[src/rtl/core/tes_pkg.sv]
// ----------------------------------------------------------------------------
// tes_pkg: shared types and defaults for the timed event scheduler
// Operation codes, sequencer states, result flags and parameter defaults.
// ----------------------------------------------------------------------------
package tes_pkg;

  // Default configuration
  localparam int unsigned TES_CAPACITY    = 16;
  localparam int unsigned TES_TIME_BITS   = 32;
  localparam int unsigned TES_HANDLE_BITS = 16;

  localparam int unsigned ModeBits = 2;

  // Request codes
  typedef enum logic [ModeBits-1:0] {
    MODE_SCHED = 2'd0,
    MODE_TICK  = 2'd1,
    MODE_POP   = 2'd2
  } tes_mode_e;

  // Sequencer states, one-hot
  typedef enum logic [4:0] {
    S_IDLE = 5'b00001,
    S_CMP  = 5'b00010,
    S_WR   = 5'b00100,
    S_POP  = 5'b01000,
    S_DONE = 5'b10000
  } tes_state_e;

  // Status flags of one result
  typedef struct packed {
    logic event_valid;
    logic store_empty;
    logic dropped;
  } tes_flags_t;

endpackage

[src/rtl/core/tes_store.sv]
// ----------------------------------------------------------------------------
// tes_store: event storage memory
// One write port and one read port with registered read data.
// ----------------------------------------------------------------------------
module tes_store #(
  parameter int unsigned Depth = 16,
  parameter int unsigned Width = 48,
  parameter int unsigned AddrW = 4
) (
  input  logic             clk_i,
  input  logic             we_i,
  input  logic [AddrW-1:0] waddr_i,
  input  logic [Width-1:0] wdata_i,
  input  logic [AddrW-1:0] raddr_i,
  output logic [Width-1:0] rdata_o
);

  logic [Width-1:0] mem_q [Depth];
  logic [Width-1:0] rdata_q;

  // Write port
  always_ff @(posedge clk_i) begin
    if (we_i) begin
      mem_q[waddr_i] <= wdata_i;
    end
  end

  // Registered read port
  always_ff @(posedge clk_i) begin
    rdata_q <= mem_q[raddr_i];
  end

  assign rdata_o = rdata_q;

endmodule

[src/rtl/core/tes_ctrl.sv]
// ----------------------------------------------------------------------------
// tes_ctrl: scheduler sequencer and shared compare unit
// Keeps the tick counter and a sorted ring of events in the store. An insert
// walks from the tail toward the head, moving each later entry up one slot;
// a pop checks the head entry against the tick count.
// ----------------------------------------------------------------------------
module tes_ctrl
  import tes_pkg::*;
#(
  parameter int unsigned CAPACITY    = TES_CAPACITY,
  parameter int unsigned TIME_BITS   = TES_TIME_BITS,
  parameter int unsigned HANDLE_BITS = TES_HANDLE_BITS,
  parameter int unsigned AW          = $clog2(CAPACITY),
  parameter int unsigned MW          = TIME_BITS + HANDLE_BITS
) (
  input  logic                   clk_i,
  input  logic                   rst_ni,
  // request side
  input  logic                   in_valid_i,
  output logic                   in_ready_o,
  input  logic [ModeBits-1:0]    mode_i,
  input  logic [HANDLE_BITS-1:0] event_id_i,
  input  logic [TIME_BITS-1:0]   due_time_i,
  // result side
  output logic                   res_valid_o,
  input  logic                   res_ready_i,
  output logic [HANDLE_BITS-1:0] popped_id_o,
  output logic [TIME_BITS-1:0]   popped_time_o,
  output logic [TIME_BITS-1:0]   now_tick_o,
  output tes_flags_t             flags_o,
  // store port
  output logic                   mem_we_o,
  output logic [AW-1:0]          mem_waddr_o,
  output logic [MW-1:0]          mem_wdata_o,
  output logic [AW-1:0]          mem_raddr_o,
  input  logic [MW-1:0]          mem_rdata_i
);

  localparam int unsigned CW = $clog2(CAPACITY + 1);
  localparam logic [CW-1:0] CapC = CW'(CAPACITY);
  localparam logic [AW:0]   CapW = (AW+1)'(CAPACITY);
  localparam logic [AW-1:0] LastSlot = AW'(CAPACITY - 1);

  tes_state_e state_q, state_d;
  logic [AW-1:0]          head_q, head_d;
  logic [CW-1:0]          count_q, count_d;
  logic [CW-1:0]          pos_q, pos_d;
  logic [TIME_BITS-1:0]   tick_q, tick_d;
  logic [HANDLE_BITS-1:0] id_q, id_d;
  logic [TIME_BITS-1:0]   due_q, due_d;
  logic [HANDLE_BITS-1:0] pop_id_q, pop_id_d;
  logic [TIME_BITS-1:0]   pop_time_q, pop_time_d;
  tes_flags_t             flags_q, flags_d;

  logic [TIME_BITS-1:0]   rd_time;
  logic [HANDLE_BITS-1:0] rd_handle;
  logic [TIME_BITS-1:0]   cmp_ref;
  logic                   rd_later;

  // Physical slot of a ring offset from the head
  function automatic logic [AW-1:0] slot(input logic [AW-1:0] head,
                                         input logic [AW-1:0] off);
    logic [AW:0] sum;
    sum = {1'b0, head} + {1'b0, off};
    if (sum >= CapW) begin
      slot = AW'(sum - CapW);
    end else begin
      slot = AW'(sum);
    end
  endfunction

  assign rd_time   = mem_rdata_i[TIME_BITS-1:0];
  assign rd_handle = mem_rdata_i[MW-1:TIME_BITS];

  // Shared compare: stored due time against the tick (pop) or the new due time
  assign cmp_ref  = (state_q == S_POP) ? tick_q : due_q;
  assign rd_later = (rd_time > cmp_ref);

  // Read address: prefetch the entry the next state compares
  always_comb begin
    mem_raddr_o = head_q;
    if (state_q == S_IDLE) begin
      if (mode_i != MODE_POP && count_q != '0) begin
        mem_raddr_o = slot(head_q, AW'(count_q - CW'(1)));
      end
    end else if (state_q == S_CMP && pos_q >= CW'(2)) begin
      mem_raddr_o = slot(head_q, AW'(pos_q - CW'(2)));
    end
  end

  // Sequencer
  always_comb begin
    state_d     = state_q;
    head_d      = head_q;
    count_d     = count_q;
    pos_d       = pos_q;
    tick_d      = tick_q;
    id_d        = id_q;
    due_d       = due_q;
    pop_id_d    = pop_id_q;
    pop_time_d  = pop_time_q;
    flags_d     = flags_q;
    mem_we_o    = 1'b0;
    mem_waddr_o = slot(head_q, AW'(pos_q));
    mem_wdata_o = {id_q, due_q};

    case (state_q)
      S_IDLE: begin
        if (in_valid_i) begin
          id_d       = event_id_i;
          due_d      = due_time_i;
          pop_id_d   = '0;
          pop_time_d = '0;
          flags_d    = '0;
          case (mode_i)
            MODE_SCHED: begin
              if (count_q == CapC) begin
                flags_d.dropped = 1'b1;
                state_d         = S_DONE;
              end else if (count_q == '0) begin
                pos_d   = '0;
                state_d = S_WR;
              end else begin
                pos_d   = count_q;
                state_d = S_CMP;
              end
            end
            MODE_TICK: begin
              tick_d  = tick_q + TIME_BITS'(1);
              state_d = S_DONE;
            end
            MODE_POP: begin
              state_d = S_POP;
            end
            default: begin
              state_d = S_DONE;
            end
          endcase
        end
      end
      // entry at pos-1 is on the read port
      S_CMP: begin
        mem_we_o = 1'b1;
        if (rd_later) begin
          mem_wdata_o = mem_rdata_i;
          pos_d       = pos_q - CW'(1);
          if (pos_q == CW'(1)) begin
            state_d = S_WR;
          end
        end else begin
          count_d = count_q + CW'(1);
          state_d = S_DONE;
        end
      end
      // new entry lands at the head slot
      S_WR: begin
        mem_we_o = 1'b1;
        count_d  = count_q + CW'(1);
        state_d  = S_DONE;
      end
      // head entry is on the read port
      S_POP: begin
        if (count_q != '0 && !rd_later) begin
          flags_d.event_valid = 1'b1;
          pop_id_d            = rd_handle;
          pop_time_d          = rd_time;
          head_d              = (head_q == LastSlot) ? '0 : head_q + AW'(1);
          count_d             = count_q - CW'(1);
        end
        state_d = S_DONE;
      end
      S_DONE: begin
        if (res_ready_i) begin
          state_d = S_IDLE;
        end
      end
      default: begin
        state_d = S_IDLE;
      end
    endcase
  end

  // Control state
  always_ff @(posedge clk_i or negedge rst_ni) begin
    if (!rst_ni) begin
      state_q <= S_IDLE;
      head_q  <= '0;
      count_q <= '0;
      pos_q   <= '0;
      tick_q  <= '0;
      flags_q <= '0;
    end else begin
      state_q <= state_d;
      head_q  <= head_d;
      count_q <= count_d;
      pos_q   <= pos_d;
      tick_q  <= tick_d;
      flags_q <= flags_d;
    end
  end

  // Payload
  always_ff @(posedge clk_i) begin
    id_q       <= id_d;
    due_q      <= due_d;
    pop_id_q   <= pop_id_d;
    pop_time_q <= pop_time_d;
  end

  assign in_ready_o    = (state_q == S_IDLE);
  assign res_valid_o   = (state_q == S_DONE);
  assign popped_id_o   = pop_id_q;
  assign popped_time_o = pop_time_q;
  assign now_tick_o    = tick_q;

  always_comb begin
    flags_o             = flags_q;
    flags_o.store_empty = (count_q == '0);
  end

`ifndef SYNTHESIS
  a_count_bound: assert property (@(posedge clk_i) disable iff (!rst_ni)
    count_q <= CapC)
    else $error("entry count above capacity");

  a_write_states: assert property (@(posedge clk_i) disable iff (!rst_ni)
    mem_we_o |-> (state_q == S_CMP || state_q == S_WR))
    else $error("store written outside insert states");

  a_tick_step: assert property (@(posedge clk_i) disable iff (!rst_ni)
    (in_valid_i && in_ready_o && mode_i == MODE_TICK)
      |=> tick_q == $past(tick_q) + TIME_BITS'(1))
    else $error("tick did not advance by one");

  a_drop_full: assert property (@(posedge clk_i) disable iff (!rst_ni)
    (res_valid_o && flags_o.dropped) |-> count_q == CapC)
    else $error("drop reported with room in the store");

  a_pop_due: assert property (@(posedge clk_i) disable iff (!rst_ni)
    (res_valid_o && flags_o.event_valid) |-> popped_time_o <= tick_q)
    else $error("popped event not yet due");
`endif

endmodule

[src/rtl/core/timed_event_scheduler_core.sv]
// ----------------------------------------------------------------------------
// timed_event_scheduler_core: tick counter with a bounded timed event store
//
// Requests come in on the in_valid_i/in_ready_o channel: mode 0 schedules
// event_id_i at due_time_i, mode 1 advances the tick by one, mode 2 pops the
// earliest event if it is due. Each request yields exactly one result on
// out_valid_o/out_ready_i with the popped event (if any), the tick count,
// the empty flag and the drop flag for a schedule into a full store.
// Events with equal due times leave in scheduling order.
// The sequencer handles one request at a time; a new transfer is taken once
// the previous result has moved into the output register.
// Steps from accept to result: a tick, a dropped schedule and the unused
// mode 3 go straight to the result; a pop checks the head entry first; a
// schedule moves each stored entry due later than the new one up one slot
// through the store's single write port, then writes the new entry.
// A stalled receiver holds the output register; the core accepts one more
// request and then waits with its result until the register frees.
// Reset clears the tick count and empties the store; no clearing pass.
// ----------------------------------------------------------------------------
module timed_event_scheduler_core
  import tes_pkg::*;
#(
  parameter int unsigned CAPACITY    = TES_CAPACITY,
  parameter int unsigned TIME_BITS   = TES_TIME_BITS,
  parameter int unsigned HANDLE_BITS = TES_HANDLE_BITS
) (
  input  logic                   clk_i,
  input  logic                   rst_ni,
  input  logic                   in_valid_i,
  output logic                   in_ready_o,
  input  logic [ModeBits-1:0]    mode_i,
  input  logic [HANDLE_BITS-1:0] event_id_i,
  input  logic [TIME_BITS-1:0]   due_time_i,
  output logic                   out_valid_o,
  input  logic                   out_ready_i,
  output logic                   event_valid_o,
  output logic [HANDLE_BITS-1:0] popped_id_o,
  output logic [TIME_BITS-1:0]   popped_time_o,
  output logic [TIME_BITS-1:0]   now_tick_o,
  output logic                   store_empty_o,
  output logic                   dropped_o
);

  localparam int unsigned AW = $clog2(CAPACITY);
  localparam int unsigned MW = TIME_BITS + HANDLE_BITS;

  logic                   mem_we;
  logic [AW-1:0]          mem_waddr;
  logic [MW-1:0]          mem_wdata;
  logic [AW-1:0]          mem_raddr;
  logic [MW-1:0]          mem_rdata;

  logic                   res_valid;
  logic                   res_ready;
  logic [HANDLE_BITS-1:0] res_id;
  logic [TIME_BITS-1:0]   res_time;
  logic [TIME_BITS-1:0]   res_tick;
  tes_flags_t             res_flags;

  logic                   out_valid_q;
  logic [HANDLE_BITS-1:0] out_id_q;
  logic [TIME_BITS-1:0]   out_time_q;
  logic [TIME_BITS-1:0]   out_tick_q;
  tes_flags_t             out_flags_q;

  tes_ctrl #(
    .CAPACITY    (CAPACITY),
    .TIME_BITS   (TIME_BITS),
    .HANDLE_BITS (HANDLE_BITS),
    .AW          (AW),
    .MW          (MW)
  ) u_ctrl (
    .clk_i         (clk_i),
    .rst_ni        (rst_ni),
    .in_valid_i    (in_valid_i),
    .in_ready_o    (in_ready_o),
    .mode_i        (mode_i),
    .event_id_i    (event_id_i),
    .due_time_i    (due_time_i),
    .res_valid_o   (res_valid),
    .res_ready_i   (res_ready),
    .popped_id_o   (res_id),
    .popped_time_o (res_time),
    .now_tick_o    (res_tick),
    .flags_o       (res_flags),
    .mem_we_o      (mem_we),
    .mem_waddr_o   (mem_waddr),
    .mem_wdata_o   (mem_wdata),
    .mem_raddr_o   (mem_raddr),
    .mem_rdata_i   (mem_rdata)
  );

  tes_store #(
    .Depth (CAPACITY),
    .Width (MW),
    .AddrW (AW)
  ) u_store (
    .clk_i   (clk_i),
    .we_i    (mem_we),
    .waddr_i (mem_waddr),
    .wdata_i (mem_wdata),
    .raddr_i (mem_raddr),
    .rdata_o (mem_rdata)
  );

  // Output register: loads when empty or being drained
  assign res_ready = !out_valid_q || out_ready_i;

  always_ff @(posedge clk_i or negedge rst_ni) begin
    if (!rst_ni) begin
      out_valid_q <= 1'b0;
    end else if (res_ready) begin
      out_valid_q <= res_valid;
    end
  end

  always_ff @(posedge clk_i) begin
    if (res_ready && res_valid) begin
      out_id_q    <= res_id;
      out_time_q  <= res_time;
      out_tick_q  <= res_tick;
      out_flags_q <= res_flags;
    end
  end

  assign out_valid_o   = out_valid_q;
  assign event_valid_o = out_flags_q.event_valid;
  assign popped_id_o   = out_id_q;
  assign popped_time_o = out_time_q;
  assign now_tick_o    = out_tick_q;
  assign store_empty_o = out_flags_q.store_empty;
  assign dropped_o     = out_flags_q.dropped;

endmodule
[config.mk]
export PLATFORM = sky130hd
export DESIGN_NAME = timed_event_scheduler_core
export DESIGN_NICKNAME = d
export VERILOG_FILES = /design/src/rtl/core/tes_pkg.sv /design/src/rtl/core/tes_store.sv /design/src/rtl/core/tes_ctrl.sv /design/src/rtl/core/timed_event_scheduler_core.sv
export SDC_FILE = /design/constraint.sdc
export NUM_CORES = 1
export LEC_CHECK = 0
export BUFFER_PORTS_ARGS = -buffer_cell sky130_fd_sc_hd__buf_2
export CORE_AREA = 2 2 374 376
export CTS_CLUSTER_SIZE = 24
export DETAILED_ROUTE_END_ITERATION = 7
export DIE_AREA = 0 0 376 378
export PLACE_DENSITY = 0.57
export SETUP_SLACK_MARGIN = 0.4
export SYNTH_ARGS = -nofsm -noshare
export SYNTH_HDL_FRONTEND = slang
export SYNTH_SLANG_ARGS = --single-unit
[constraint.sdc]
create_clock -name clk_i -period 5.2 [get_ports clk_i]
set_input_delay 0.26 -clock clk_i [delete_from_list [all_inputs] [get_ports clk_i]]
set_output_delay 0.26 -clock clk_i [all_outputs]
set_load 0.01 [all_outputs]
==> impl_metrics.py <==
metrics = {
    "placed_design": {
        "place_congestion": 0.7507,
        "dp.final_hpwl_mm": 59.70,
        "io_buffers": 138,
    },
    "sta": {
        "final_hold_viol_count": 0,
        "rsz0062_at_grt": "no",
        "period_minus_slack_ns": 4.602,
        "fin_setup_tns_ns": 0,
        "finClkSkew_ns": 0.04610,
        "worst_pin_slew_ns": 1.129,
        "setup_viol": 0,
        "slew_headroom": 0.2475,
        "period_share": 0.8850,
        "slew_viol_final": 0,
        "timing.fmax_ghz": 0.2173,
    },
    "yosys": {
        "yosys.area.top_type_share": 0.6922,
        "synth_flop_cell": "edfxtp_1",
        "yosys.area.top_type": "edfxtp_1",
        "synthTopCellsByArea": "edfxtp_1, mux4_2, dfrtp_1, dfxtp_1, nand2_1",
        "synthTopCellsByCount": "edfxtp_1, nand2_1, and3_1",
        "syn_inst": 2308,
        "ys_types": 71,
        "syn-cell-area_sq_um": 41080,
        "async_reset_ff_frac": 0.05148,
        "yosysSeqAreaShare": 0.7485,
        "yosys_register_bits": 1049,
        "yosysMostFrequentCell": "edfxtp_1",
        "syn_area_per_cell_sq_um": 17.80,
        "syn-num-nets": 2414,
        "ys_warn_count": 0,
        "synth-edff-count": 947,
    },
    "grt": {
        "grt_max_degree": 55,
        "grt_overflow": 0,
        "grt_pass1_wl_mm": 155.5,
        "grt_use_total": 0.1522,
        "grt_pass1_vias": 21848,
        "antenna_found_initial": 8,
    },
    "routing": {
        "avgViaCountPerCell": 4.933,
        "wl_per_cell_um": 24.69,
        "antenna_left": 0,
        "postRouteWirelength_mm": 109.8,
        "vias": 21944,
        "drc": 0,
        "dr.pass1.iters": 6,
        "drt-initial-drc-count": 1990,
    },
    "critical_path": {
        "r2r_cells": 12,
        "worstPathMaxFanout": 38,
        "r2r_start": "u_ctrl.state_q[0]$_DFFE_PN1P_",
        "required_ns": 5.59,
        "criticalPathCategory": "reg -> reg",
        "regToRegSetupSlack_ns": 0.60,
        "cp-end-kind": "flop",
        "crit_path_start_kind": "flop",
        "cp.arrival_ns": 4.99,
        "r2r-end": "u_ctrl.popped_time_o[26]$_SDFFCE_PN0P_",
    },
    "floorplanning": {
        "dieArea_sq_um": 142100,
        "die_y_um": 378,
        "core-area_sq_um": 138500,
        "pin_count": 139,
        "rows": 137,
        "fp.dieW_um": 376,
        "initial_utilization": 0.2966,
    },
    "final_layout": {
        "final_nets": 2657,
        "diodes": 0,
        "fin_util": 0.3493,
        "drive_gt1_frac": 0.2219,
        "syn_to_final_growth_pct": 17.77,
    },
    "pwr": {
        "peakVddDrop_mv": 0.6802,
        "fin_total_pwr_w": 0.03122,
        "p_per_area_nw_per_um2": 645.3,
        "power_leakage_nw": 16.91,
    },
    "clock_network": {
        "htreeDepth": 3,
        "worstSkewPairLatency_ns": 0.72,
        "clkSinkCount": 1049,
        "clk_pin_slew_ns": 0.06,
        "cts_tree": "yes",
        "ctsRootBufferMaster": "clkbuf_16",
        "clockBufferDepth": 3,
        "cts-buffers-inserted": 102,
    },
    "worst_hold_path": {
        "min_path_type": "in -> reg",
        "hold_start": "event_id_i[12]",
        "worstHoldEndpoint": "u_ctrl.id_q[12]$_DFFE_PP_",
        "whs_path_depth": 2,
    },
    "job": {
        "drv_cap": 0,
    },
    "status": {
        "outcome": "finished, final reports clean",
    },
}
## layout make-up
class | instances | area [sq um]
timing repair buffer | 256 | 1999
tap | 1807 | 2261
clock buffer | 146 | 2859
inverter | 23 | 87.58
multi-input combinational | 1119 | 9940
fill | 12969 | 90120
sequential | 1049 | 30750
clock inverter | 48 | 485.5
## routing by layer
layer	vias up	GRT usage	wire length [um]
met5	-	0	0
met4	0	0.04777	2701
met3	160	0.02993	7450
met2	707	0.2577	53980
met1	11438	0.1964	45670
li1	9639	-	-
## cell usage in the layout, fill, tap and decap left out, types with 44 or more instances in the layout
cell	synthesis	final
dfxtp_1	48	48
a22oi_1	50	50
edfxtp_1	947	947
dlygate4sd3_1	0	54
a32o_1	47	47
dfrtp_1	53	53
buf_2	23	138
a211oi_1	51	51
and3_1	99	97
o41ai_2	44	44
clkbuf_16	0	103
nand2_1	228	226
mux4_2	97	97
mux2_2	50	50
ha_1	49	49
and2_1	50	50
mux2i_1	77	77
## how the worst max path moves through the flow
stage                                  start                                     end  depth (start not counted)
3_5_place_dp   u_ctrl.state_q[0]$_DFFE_PN1P_          u_store.mem_q[0][20]$_DFFE_PP_                         12
4_1_cts        u_ctrl.state_q[0]$_DFFE_PN1P_  u_ctrl.popped_time_o[26]$_SDFFCE_PN0P_                         12
6_report       u_ctrl.state_q[0]$_DFFE_PN1P_  u_ctrl.popped_time_o[26]$_SDFFCE_PN0P_                         12
2_1_floorplan  u_ctrl.state_q[0]$_DFFE_PN1P_     u_ctrl.popped_id_o[0]$_SDFFCE_PN0P_                         13
3_3_place_gp   u_ctrl.state_q[0]$_DFFE_PN1P_          u_store.mem_q[0][20]$_DFFE_PP_                         12
5_1_grt        u_ctrl.state_q[0]$_DFFE_PN1P_    u_ctrl.popped_id_o[13]$_SDFFCE_PN0P_                         12
## registers in the layout, summed over array words and instances (netlist names)
| signal | flops |
|---|---|
| u_store.mem_q | 768 |
| u_store.rdata_o | 48 |
| now_tick_o | 32 |
| popped_time_o | 32 |
| u_ctrl.due_q | 32 |
| u_ctrl.now_tick_o | 32 |
| u_ctrl.popped_time_o | 32 |
| popped_id_o | 16 |
| u_ctrl.id_q | 16 |
| u_ctrl.popped_id_o | 16 |
| u_ctrl.count_q | 5 |
| u_ctrl.pos_q | 5 |
| u_ctrl.state_q | 5 |
| u_ctrl.head_q | 4 |
| u_ctrl.flags_o | 2 |
| dropped_o | 1 |
| event_valid_o | 1 |
| out_valid_o | 1 |
| store_empty_o | 1 |
## worst max-delay path, stage by stage, from the launching register on
cell	delay (ns)
dfstp_2	0.56
nor2_1	0.06
nand3_2	0.10
buf_12	0.24
mux2i_1	0.24
ha_1	0.28
a21oi_1	0.13
a21boi_0	0.13
o21ai_0	0.85
a31oi_1	0.36
or3_1	0.61
nand2_4	0.38
buf_12	0.24
## power breakdown
part	internal, W	switching (W)	leakage (nW)
Clock	0.00415	0.00320	1.63
Sequential	0.0105	0.000551	9.74
Combinational	0.00496	0.00781	5.54
## cells by family after synthesis
family,share of synthesized area
buf+inv,0.01596
xor+xnor,0.01045
mux,0.08564
compound gates,0.06170
simple gates,0.06137
flops,0.7485
fa+ha+maj,0.01639
## through the flow
stage          hold slack [ns]  cells  setup slack (ns)  cell area, sq um
4_1_cts                 0.2001   4448            0.4841             48370
6_report                0.2494   4448            0.5977             48380
5_1_grt                 0.2476   4448            0.4595             48380
3_3_place_gp            0.4026   4200            0.3240             44480
3_5_place_dp            0.4057   4200            0.2655             44480
2_1_floorplan         -0.03559   2308            0.4896             41090
## repair_timing
| item | CTS | global route |
|---|---|---|
| buffers inserted | 0 | 0 |
| endpoints found under the hold margin | 109 | 0 |
| gates cloned | 0 | 0 |
| hold buffers | 54 | 0 |
| gates resized for setup | 1 | 2 |
| setup endpoints to repair | 768 | 799 |
Power figures use the tool's default switching activity.
